==> src/imtp_pkg.sv <==
// Shared types and character codes for the IPv4 mask text parser.
`timescale 1ns / 1ps

package imtp_pkg;

   // Character codes
   localparam logic [7:0] CH_NUL   = 8'h00;
   localparam logic [7:0] CH_DOT   = 8'h2E;
   localparam logic [7:0] CH_STAR  = 8'h2A;
   localparam logic [7:0] CH_SLASH = 8'h2F;
   localparam logic [7:0] CH_ZERO  = 8'h30;
   localparam logic [7:0] CH_NINE  = 8'h39;

   localparam int unsigned NUM_OCTETS = 4;
   localparam int unsigned OCTET_W    = 8;
   localparam int unsigned COUNT_W    = 3;
   localparam int unsigned PREFIX_W   = 6;
   localparam int unsigned ADDR_W     = 32;

   // Prefix digits saturate here, one above the longest legal prefix
   localparam logic [PREFIX_W-1:0] PREFIX_SAT = 6'd33;
   localparam logic [COUNT_W-1:0]  COUNT_ONE  = 3'd1;
   localparam logic [COUNT_W-1:0]  COUNT_MAX  = 3'd4;

   typedef enum logic [1:0] {
      PH_ADDR,
      PH_PREFIX,
      PH_STAR,
      PH_ERROR
   } phase_type;

   typedef struct packed {
      phase_type                                phase;
      logic [COUNT_W-1:0]                       octet_count;
      logic [NUM_OCTETS-1:0][OCTET_W-1:0]       octets;
      logic [PREFIX_W-1:0]                      prefix_accum;
      logic                                     last_was_dot;
   } scan_state_type;

   typedef struct packed {
      logic                 is_ipv4;
      logic [ADDR_W-1:0]    address;
      logic [PREFIX_W-1:0]  prefix_len;
   } result_type;

endpackage

==> src/imtp_scan.sv <==
// Character scanner: holds the parse state and advances it one character per transfer.
`timescale 1ns / 1ps

module imtp_scan (
   input  logic                    clock,
   input  logic                    reset,
   input  logic                    step,
   input  logic [7:0]              ch,
   output imtp_pkg::scan_state_type state
);

   imtp_pkg::phase_type                                          phase_ff, phase_in;
   logic [imtp_pkg::COUNT_W-1:0]                                 count_ff, count_in;
   logic [imtp_pkg::NUM_OCTETS-1:0][imtp_pkg::OCTET_W-1:0]       octets_ff, octets_in;
   logic [imtp_pkg::PREFIX_W-1:0]                                accum_ff, accum_in;
   logic                                                         dot_ff, dot_in;

   logic                           is_digit;
   logic                           is_end;
   logic [3:0]                     digit;
   logic [1:0]                     octet_idx;
   logic [imtp_pkg::COUNT_W-1:0]   count_dec;
   logic [8:0]                     accum_wide;

   assign is_digit   = ch inside {[imtp_pkg::CH_ZERO:imtp_pkg::CH_NINE]};
   assign is_end     = (ch == imtp_pkg::CH_NUL);
   assign digit      = 4'(ch - imtp_pkg::CH_ZERO);
   assign count_dec  = count_ff - imtp_pkg::COUNT_ONE;
   assign octet_idx  = count_dec[1:0];
   // accum * 10 + digit, accum never above 33
   assign accum_wide = {accum_ff, 3'b000} + {2'b00, accum_ff, 1'b0} + {5'b0, digit};

   // Next phase
   always_comb begin
      phase_in = phase_ff;
      if (step) begin
         if (is_end) begin
            phase_in = imtp_pkg::PH_ADDR;
         end else begin
            case (phase_ff)
               imtp_pkg::PH_ADDR: begin
                  if (is_digit) begin
                     phase_in = imtp_pkg::PH_ADDR;
                  end else if (ch == imtp_pkg::CH_DOT) begin
                     phase_in = (count_ff >= imtp_pkg::COUNT_MAX) ? imtp_pkg::PH_ERROR
                                                                  : imtp_pkg::PH_ADDR;
                  end else if (ch == imtp_pkg::CH_STAR) begin
                     phase_in = dot_ff ? imtp_pkg::PH_STAR : imtp_pkg::PH_ERROR;
                  end else if (ch == imtp_pkg::CH_SLASH) begin
                     phase_in = imtp_pkg::PH_PREFIX;
                  end else begin
                     phase_in = imtp_pkg::PH_ERROR;
                  end
               end
               imtp_pkg::PH_PREFIX: begin
                  phase_in = is_digit ? imtp_pkg::PH_PREFIX : imtp_pkg::PH_ERROR;
               end
               default: begin
                  phase_in = imtp_pkg::PH_ERROR;
               end
            endcase
         end
      end
   end

   // Datapath next values
   always_comb begin
      count_in  = count_ff;
      octets_in = octets_ff;
      accum_in  = accum_ff;
      dot_in    = dot_ff;
      if (step) begin
         if (is_end) begin
            count_in  = imtp_pkg::COUNT_ONE;
            octets_in = '0;
            accum_in  = '0;
            dot_in    = 1'b0;
         end else if (phase_ff == imtp_pkg::PH_ADDR) begin
            if (is_digit) begin
               // Accumulate the current octet modulo 256
               for (int i = 0; i < imtp_pkg::NUM_OCTETS; i++) begin
                  if (octet_idx == 2'(i)) begin
                     octets_in[i] = {octets_ff[i][4:0], 3'b000} + {octets_ff[i][6:0], 1'b0}
                                    + {4'b0000, digit};
                  end
               end
               dot_in = 1'b0;
            end else if (ch == imtp_pkg::CH_DOT) begin
               if (count_ff < imtp_pkg::COUNT_MAX) begin
                  count_in = count_ff + imtp_pkg::COUNT_ONE;
                  dot_in   = 1'b1;
               end
            end else if (ch == imtp_pkg::CH_STAR) begin
               dot_in = 1'b0;
            end else if (ch == imtp_pkg::CH_SLASH) begin
               accum_in = '0;
               dot_in   = 1'b0;
            end
         end else if (phase_ff == imtp_pkg::PH_PREFIX && is_digit) begin
            // Saturate so any long digit string stays too long
            accum_in = (accum_wide > {3'b000, imtp_pkg::PREFIX_SAT}) ? imtp_pkg::PREFIX_SAT
                                                                    : accum_wide[5:0];
         end
      end
   end

   // Hold state
   always_ff @(posedge clock) begin
      if (reset) begin
         phase_ff  <= imtp_pkg::PH_ADDR;
         count_ff  <= imtp_pkg::COUNT_ONE;
         octets_ff <= '0;
         accum_ff  <= '0;
         dot_ff    <= 1'b0;
      end else begin
         phase_ff  <= phase_in;
         count_ff  <= count_in;
         octets_ff <= octets_in;
         accum_ff  <= accum_in;
         dot_ff    <= dot_in;
      end
   end

   // Drive state view
   always_comb begin
      state.phase        = phase_ff;
      state.octet_count  = count_ff;
      state.octets       = octets_ff;
      state.prefix_accum = accum_ff;
      state.last_was_dot = dot_ff;
   end

`ifndef SYNTH
   a_count_range: assert property (@(posedge clock) disable iff (reset)
      count_ff >= imtp_pkg::COUNT_ONE && count_ff <= imtp_pkg::COUNT_MAX)
      else $error("octet count out of range");

   a_accum_sat: assert property (@(posedge clock) disable iff (reset)
      accum_ff <= imtp_pkg::PREFIX_SAT)
      else $error("prefix accumulator above saturation");

   a_end_clears: assert property (@(posedge clock) disable iff (reset)
      step && is_end |=> phase_ff == imtp_pkg::PH_ADDR && count_ff == imtp_pkg::COUNT_ONE
                         && octets_ff == '0 && !dot_ff)
      else $error("terminator did not clear parse state");

   a_error_sticky: assert property (@(posedge clock) disable iff (reset)
      phase_ff == imtp_pkg::PH_ERROR && !(step && is_end) |=> phase_ff == imtp_pkg::PH_ERROR)
      else $error("error phase left before terminator");

   a_star_after_dot: assert property (@(posedge clock) disable iff (reset)
      phase_ff == imtp_pkg::PH_STAR |-> count_ff > imtp_pkg::COUNT_ONE)
      else $error("wildcard phase with a single octet");
`endif

endmodule

==> src/imtp_finish.sv <==
// Result formation: prefix length selection and address masking from the parse state.
`timescale 1ns / 1ps

module imtp_finish (
   input  imtp_pkg::scan_state_type state,
   output imtp_pkg::result_type     result
);

   logic [imtp_pkg::PREFIX_W-1:0] full_bits;
   logic [imtp_pkg::PREFIX_W-1:0] star_bits;
   logic [imtp_pkg::PREFIX_W-1:0] bits;
   logic [imtp_pkg::PREFIX_W-1:0] final_bits;
   logic [imtp_pkg::COUNT_W-1:0]  count_dec;
   logic                          ok;
   logic [imtp_pkg::ADDR_W-1:0]   mask;
   logic [imtp_pkg::ADDR_W-1:0]   addr;

   // Octets times eight; the count never exceeds four, so this is at most 32
   assign full_bits = {state.octet_count, 3'b000};
   assign count_dec = state.octet_count - imtp_pkg::COUNT_ONE;
   assign star_bits = {count_dec, 3'b000};

   // First octet lands in the top byte
   assign addr = {state.octets[0], state.octets[1], state.octets[2], state.octets[3]};

   // Pick the prefix from the ending phase
   always_comb begin
      ok   = 1'b1;
      bits = '0;
      case (state.phase)
         imtp_pkg::PH_ERROR: begin
            ok = 1'b0;
         end
         imtp_pkg::PH_STAR: begin
            bits = star_bits;
         end
         imtp_pkg::PH_PREFIX: begin
            if (state.prefix_accum > full_bits) begin
               ok = 1'b0;
            end else begin
               bits = state.prefix_accum;
            end
         end
         default: begin
            bits = '0;
         end
      endcase
   end

   // Default an empty or zero prefix to the octets given
   assign final_bits = (bits == '0) ? full_bits : bits;
   assign mask       = ~({imtp_pkg::ADDR_W{1'b1}} >> final_bits);

   always_comb begin
      if (ok) begin
         result.is_ipv4    = 1'b1;
         result.address    = addr & mask;
         result.prefix_len = final_bits;
      end else begin
         result.is_ipv4    = 1'b0;
         result.address    = '0;
         result.prefix_len = '0;
      end
   end

endmodule

==> src/ipv4_mask_text_parser.sv <==
// Top level of the IPv4 mask text parser: input register, scanner, result register.
`timescale 1ns / 1ps

// Takes mask text such as "10.1.2.0/24" or "192.168.*" one byte per transfer and
// gives one result for each zero byte: an IPv4 flag, the address with the bits past
// the prefix cleared, and the prefix length. Bytes are taken every cycle unless the
// input stalls; each byte is registered on input before it is applied to the parse
// state, so the rate is one byte per clock while the input does not stall. A zero
// byte that is applied loads its result into the result register, which drives
// rsp_valid. The result register frees the input side: bytes keep flowing while a
// result waits, and only a zero byte meeting a full, stalled result register stalls
// the input. After each zero byte the parser is back in its reset state.
module ipv4_mask_text_parser (
   input  logic                              clock,
   input  logic                              reset,
   input  logic                              req_valid,
   output logic                              req_stall,
   input  logic [7:0]                        req_ch,
   output logic                              rsp_valid,
   input  logic                              rsp_stall,
   output logic                              rsp_is_ipv4,
   output logic [imtp_pkg::ADDR_W-1:0]       rsp_address,
   output logic [imtp_pkg::PREFIX_W-1:0]     rsp_prefix_len
);

   logic                     in_valid_ff, in_valid_in;
   logic [7:0]               ch_ff, ch_in;
   logic                     out_valid_ff, out_valid_in;
   imtp_pkg::result_type     result_ff, result_in;

   logic                     is_end;
   logic                     advance;
   logic                     emit;
   logic                     accept;
   imtp_pkg::scan_state_type state;
   imtp_pkg::result_type     result;

   // Advance the held byte unless it is a terminator facing a blocked result slot
   assign is_end    = (ch_ff == imtp_pkg::CH_NUL);
   assign advance   = in_valid_ff && (!is_end || !out_valid_ff || !rsp_stall);
   assign emit      = advance && is_end;
   assign req_stall = in_valid_ff && !advance;
   assign accept    = req_valid && !req_stall;

   imtp_scan u_scan (
      .clock (clock),
      .reset (reset),
      .step  (advance),
      .ch    (ch_ff),
      .state (state)
   );

   imtp_finish u_finish (
      .state  (state),
      .result (result)
   );

   // Input register next values
   always_comb begin
      in_valid_in = in_valid_ff;
      ch_in       = ch_ff;
      if (accept) begin
         in_valid_in = 1'b1;
         ch_in       = req_ch;
      end else if (advance) begin
         in_valid_in = 1'b0;
      end
   end

   // Result register next values
   always_comb begin
      out_valid_in = out_valid_ff && rsp_stall;
      result_in    = result_ff;
      if (emit) begin
         out_valid_in = 1'b1;
         result_in    = result;
      end
   end

   // Control registers
   always_ff @(posedge clock) begin
      if (reset) begin
         in_valid_ff  <= 1'b0;
         out_valid_ff <= 1'b0;
      end else begin
         in_valid_ff  <= in_valid_in;
         out_valid_ff <= out_valid_in;
      end
   end

   // Payload registers
   always_ff @(posedge clock) begin
      ch_ff     <= ch_in;
      result_ff <= result_in;
   end

   assign rsp_valid      = out_valid_ff;
   assign rsp_is_ipv4    = result_ff.is_ipv4;
   assign rsp_address    = result_ff.address;
   assign rsp_prefix_len = result_ff.prefix_len;

`ifndef SYNTH
   a_no_overwrite: assert property (@(posedge clock) disable iff (reset)
      out_valid_ff && rsp_stall |-> !emit)
      else $error("result overwritten while stalled");

   a_stall_only_on_end: assert property (@(posedge clock) disable iff (reset)
      req_stall |-> in_valid_ff && is_end && out_valid_ff)
      else $error("input stalled without a blocked terminator");

   a_emit_sets_valid: assert property (@(posedge clock) disable iff (reset)
      emit |=> out_valid_ff)
      else $error("emitted result not presented");
`endif

endmodule

==> config.mk <==
export PLATFORM = sky130hd
export DESIGN_NAME = ipv4_mask_text_parser
export DESIGN_NICKNAME = d
export VERILOG_FILES = /design/src/imtp_pkg.sv /design/src/imtp_scan.sv /design/src/imtp_finish.sv /design/src/ipv4_mask_text_parser.sv
export SDC_FILE = /design/constraint.sdc
export NUM_CORES = 1
export LEC_CHECK = 0
export BUFFER_PORTS_ARGS = -buffer_cell sky130_fd_sc_hd__buf_2
export CAP_MARGIN = 10
export CORE_ASPECT_RATIO = 0.6
export CORE_MARGIN = 5
export CORE_UTILIZATION = 60
export DETAILED_ROUTE_END_ITERATION = 10
export HOLD_SLACK_MARGIN = 0.08
export PLACE_DENSITY = 0.84
export REMOVE_ABC_BUFFERS = 1
export SLEW_MARGIN = 25
export SYNTH_ARGS = -nofsm -noshare
export SYNTH_HDL_FRONTEND = slang
export SYNTH_HIERARCHICAL = 1
export SYNTH_SLANG_ARGS = --single-unit
==> constraint.sdc <==
create_clock -name clock -period 16.4 [get_ports clock]
set_input_delay 2.46 -clock clock [delete_from_list [all_inputs] [get_ports clock]]
set_output_delay 2.46 -clock clock [all_outputs]
set_load 0.05 [all_outputs]
* Word level (Yosys, flattened, before mapping)
Cells that the tools add are included.
** Operators by class
- Add/sub/neg operators :: 13
- Order comparisons :: 6
- Equality and inequality tests :: 15
- Shift-type cells :: 1
- Muxes and demuxes :: 45
- Bitwise operators :: 2
- Reduce and logical (&&, ||, !) cells :: 36
** Operators with widths (number)
- $mux W32 :: 3
- $mux W6 :: 10
- $mux W39 :: 1
- $add A8 B4 Y8 :: 4
- $add A8 B8 Y8 :: 4
- $and A32 B32 Y32 :: 1
- $mux W8 :: 4
- $not A32 Y32 :: 1
- $shr A32 B6 Y32 const A :: 1
- $eq A8 B6 Y1 const B :: 3
- $reduce_and A4 Y1 :: 5
- $reduce_bool A2 Y1 :: 9
- $mux W3 :: 5
- $mux W2 :: 7
- $mux W1 :: 12
- $pmux W6 S2 :: 1
- $add A9 B4 Y9 :: 1
- $add A9 B7 Y9 :: 1
- $gt A9 B6 Y1 const B :: 1
- $ne A3 B3 Y1 const B :: 3
- $eq A2 B2 Y1 const B :: 4
- $ge A8 B6 Y1 const B :: 1
- $le A8 B6 Y1 const B :: 1
- $logic_not A8 Y1 :: 1
- 21 further kinds :: 34
** Word-level totals
- Register bits after elaboration :: 93
- Input port bits :: 12
- Output and inout bits :: 41
- Word-level logic and storage cells :: 132

* Depth between registers and ports, before layout
- Depth in word-level cells :: 10
- Gate-level depth with buffers :: 10

* Cells and area by module
The synthesis kept the hierarchy.
** Modules (own cells, without submodules)
- imtp_scan :: instances 1, cells each 351, area each 3413.3 um^2, sequential area each 880.8 um^2
- ipv4_mask_text_parser :: instances 1, cells each 64, area each 1560.2 um^2, sequential area each 1451.4 um^2
- imtp_finish :: instances 1, cells each 153, area each 984.7 um^2, sequential area each 0.0 um^2

* Worst setup path after synthesis
Ideal clock, no wire load.
- Path kind :: input to register
- From :: input port rsp_stall
- To :: register result_ff, in the netlist rsp_address[0], enable pin
- Arrival :: 6680 ps
- Path slack :: 9173 ps
- Stages on the path :: 2
- Path buffers :: 0
- Cell sequence :: nand2_1 nor4b_1
** Between the ends
- Cells in the longest elaborated chain, start to end :: 4
** Ends and longest elaborated chain
- start: declaration :: RTL line ipv4_mask_text_parser.sv:20 : input logic rsp_stall,
- $logic_not A1 Y1 :: RTL line ipv4_mask_text_parser.sv:40 : assign advance = in_valid_ff && (!is_end || !out_valid_ff || !rsp_stall);
- $logic_or A1 B1 Y1 :: RTL line ipv4_mask_text_parser.sv:40
- $logic_and A1 B1 Y1 :: RTL line ipv4_mask_text_parser.sv:40
- $logic_and A1 B1 Y1 :: RTL line ipv4_mask_text_parser.sv:41 : assign emit = advance && is_end;
- net emit :: RTL line ipv4_mask_text_parser.sv:33 : logic emit;
- end signal: assignment :: RTL line ipv4_mask_text_parser.sv:94 : result_ff <= result_in;
- end: declaration :: RTL line ipv4_mask_text_parser.sv:29 : imtp_pkg::result_type result_ff, result_in;
The timed path passes the listed nets, and every way through them passes these cells.
A chain may end at the register's enable or synchronous reset.

* Worst setup path after layout
- From :: input port rsp_stall
- To :: output port req_stall
** Between the ends
- Cells in the longest elaborated chain, start to end :: 5
** Ends and longest elaborated chain
- $logic_not A1 Y1 :: RTL line ipv4_mask_text_parser.sv:40
- $logic_or A1 B1 Y1 :: RTL line ipv4_mask_text_parser.sv:40
- $logic_and A1 B1 Y1 :: RTL line ipv4_mask_text_parser.sv:40
- $logic_not A1 Y1 :: RTL line ipv4_mask_text_parser.sv:42 : assign req_stall = in_valid_ff && !advance;
- $logic_and A1 B1 Y1 :: RTL line ipv4_mask_text_parser.sv:42
- end: declaration :: RTL line ipv4_mask_text_parser.sv:17 : output logic req_stall,
Every way passes these cells.

==> impl_metrics.py <==
metrics = {
    "critical_path": {
        "critical_path.cell_chain": "buf_2 -> nand3_1 -> nor3_1 -> buf_2",
        "crit_path_start_kind": "input pin",
        "cpPeakStageDelay_ns": 0.30,
        "worst-endpoint-required_ns": 13.94,
        "critical_path_class": "input pin to output pin",
        "cp-end-kind": "output pin",
        "arrival_ns": 3.13,
        "crit_slowest_cell": "buf_2",
        "critical-path-top-cell-by-count": "buf_2",
        "cpLargestDelayFamily": "buffers and inverters",
        "crit_buf_inv": 2,
        "worstPathMaxFanout": 2,
    },
    "place": {
        "io_buffer_count": 52,
        "post-place-ws_ns": 10.85,
        "placed_cells_incl_taps": 735,
        "final_hpwl_dp_um": 10170,
        "finalWeightedCongestion": 0.9186,
    },
    "pwr": {
        "power.switching_fraction_pct": 22.86,
        "logic_pwr_share_pct": 4.6,
        "internal-power_w": 0.0003827,
        "seqPwrFrac_pct": 50.5,
        "power.net_switching_w": 0.0001134,
        "vdd_drop_max_mv": 0.05626,
        "power_density_nw_per_um2": 74.81,
        "p_leak_nw": 2.806,
        "clockPowerShare_pct": 44.9,
    },
    "clock_network": {
        "clock_sink_count": 93,
        "clkLatencyLatePin_ns": 0.34,
        "postCtsSetupRepairBufs": 0,
        "holdBufCountCts": 0,
        "cts_max_level": 3,
        "tritoncts": "yes",
        "numCtsBuffers": 9,
        "clkTransAtPathRegs_ns": 0.07,
        "post_cts_resize_count": 0,
        "cts-root-buf": "clkbuf_16",
        "clock_path_buffers": 2,
    },
    "timing": {
        "fin_skew_ns": 0.01032,
        "finalWorstPathRequiredPeriod_ns": 5.591,
        "slew_limit_headroom_pct": 34.94,
        "finalSetupViolations": 0,
        "post-route-worst-setup-slack_ns": 10.81,
        "grt_setup_unrepaired": "no",
        "tightest_slew_ns": 0.9714,
        "final_min_period_over_clock_period_pct": 34.09,
        "max_clock_freq_mhz": 178.8,
        "final-hold-violation-count": 0,
        "totalNegativeSetupSlack_ns": 0,
        "final-max-slew-violation-count": 0,
    },
    "grt": {
        "grt_start_max_net_pins": 40,
        "grt_first_pass_wirelength_um": 22910,
        "grt_overflow_total": 0,
        "grt_antenna_before_repair": 0,
        "vias_in_the_first_global_route": 4598,
        "grt_util_all_layers_pct": 23.73,
    },
    "floorplanning": {
        "chipWidth_um": 138.6,
        "floorplan.core_area_um2": 9774,
        "die_area_um2": 12080,
        "placement_rows": 28,
        "die_y_um": 87.14,
        "effective_utilization_at_floorplan_pct": 60.88,
        "design.portCount": 53,
    },
    "routing": {
        "detailedRoute.firstIterationViolations": 394,
        "detailedRoute.firstPassIterationCount": 5,
        "route.detailed.drc": 0,
        "drt-total-wl_um": 13840,
        "route.antenna.remaining_nets": 0,
        "routed-via-count": 4638,
        "post_drt_via_cell_ratio": 6.176,
        "route.detailed.wl_per_inst_um": 18.43,
    },
    "finish": {
        "number_of_antenna_repair_diodes": 0,
        "nets": 696,
        "drive_above_1_share_pct": 16.56,
        "area.growth.synth_to_final_pct": 11.44,
        "fin_cells": 751,
        "final-seq-area_um2": 2332,
        "multi_input_comb_area_um2": 3363,
        "nFillCells": 739,
        "finish.utilization_pct": 67.84,
    },
    "outcome": {
        "run_status": "finished, final reports clean",
    },
    "synth": {
        "syn-mean-instance-area_um2": 10.50,
        "netlist_area_um2": 5951,
        "netlist_instances": 567,
        "synth_warnings": 6,
    },
    "min_path": {
        "hp-class": "register to register",
    },
    "run": {
        "max_cap_viol_count": 0,
    },
}
## power by group through the flow
| stage | clock network [W] | logic (W) | registers (W) |
|---|---|---|---|
| detailed placement | 0 | 0.0000222 | 0.000256 |
| CTS | 0.000225 | 0.0000224 | 0.000250 |
| global route | 0.000239 | 0.0000253 | 0.000251 |
| floorplan | 0 | 0.0000156 | 0.000254 |
| global placement | 0 | 0.0000211 | 0.000255 |
| finish | 0.000223 | 0.0000228 | 0.000251 |
## state kept, by name, summed over array words and instances (netlist names)
register	count
rsp_valid	1
u_scan/accum_ff	6
rsp_prefix_len	6
u_scan/phase_ff	2
ch_ff	8
u_scan/dot_ff	1
rsp_address	32
in_valid_ff	1
rsp_is_ipv4	1
u_scan/state	32
u_scan/count_ff	3
## worst register-to-register path: stages (launching register included)
cell	delay, ns
dfxtp_1	0.55
inv_1	0.09
ha_1	0.30
nand2_1	0.08
nor4bb_2	0.71
o221ai_1	0.30
a31oi_1	0.85
o22ai_1	0.25
## cell type report
type	count	share of cell area, %
Clock buffer	10	3.774
Clock inverter	6	1.094
Inverter	45	2.547
Multi-Input combinational cell	408	50.72
Sequential cell	93	35.17
Tap cell	135	2.547
Timing Repair Buffer	54	4.151
## layout by cell type, fill, tap and decap left out, types with 11 or more instances in the layout
cell type,instances
nor2_1,29
a21oi_1,33
nand3_1,14
a22o_1,23
buf_2,52
edfxtp_1,47
dfxtp_1,46
a21o_1,13
a211oi_1,11
xnor2_1,23
inv_1,45
ha_1,63
nand2_1,31
o21ai_0,13
## worst paths after layout
kind	depth (start not counted)	from	endpoint	slack [ns]
min	1	u_scan/dot_ff$_SDFFE_PP0P_	u_scan/phase_ff[0]$_SDFFE_PP0P_	0.44
min reg2reg	1	u_scan/dot_ff$_SDFFE_PP0P_	u_scan/phase_ff[0]$_SDFFE_PP0P_	0.44
max reg2reg	7	u_scan/count_ff[2]$_SDFFE_PP0P_	rsp_address[6]$_DFFE_PP_	12.98
max	4	rsp_stall	req_stall	10.81
## stage by stage
step | hold slack [ns] | total power [W] | cell area [um^2]
after floorplan | 0.4149 | 0.0002693 | 5848
after global placement | 0.4296 | 0.0002764 | 6302
after detailed placement | 0.4324 | 0.0002779 | 6309
after CTS | 0.4425 | 0.0004981 | 6631
after global routing | 0.4647 | 0.0005152 | 6631
final | 0.4438 | 0.0004961 | 6631
## routing by layer
metal / global-route usage (%) / vias up / part of all wire, %
li1: - / 2197 / -
met2: 38.10 / 208 / 45
met4: 6.547 / 0 / 1.4
met5: 0 / - / 0
met1: 32.39 / 2215 / 45
met3: 6.034 / 18 / 8.5
Power figures use the tool's default switching activity.
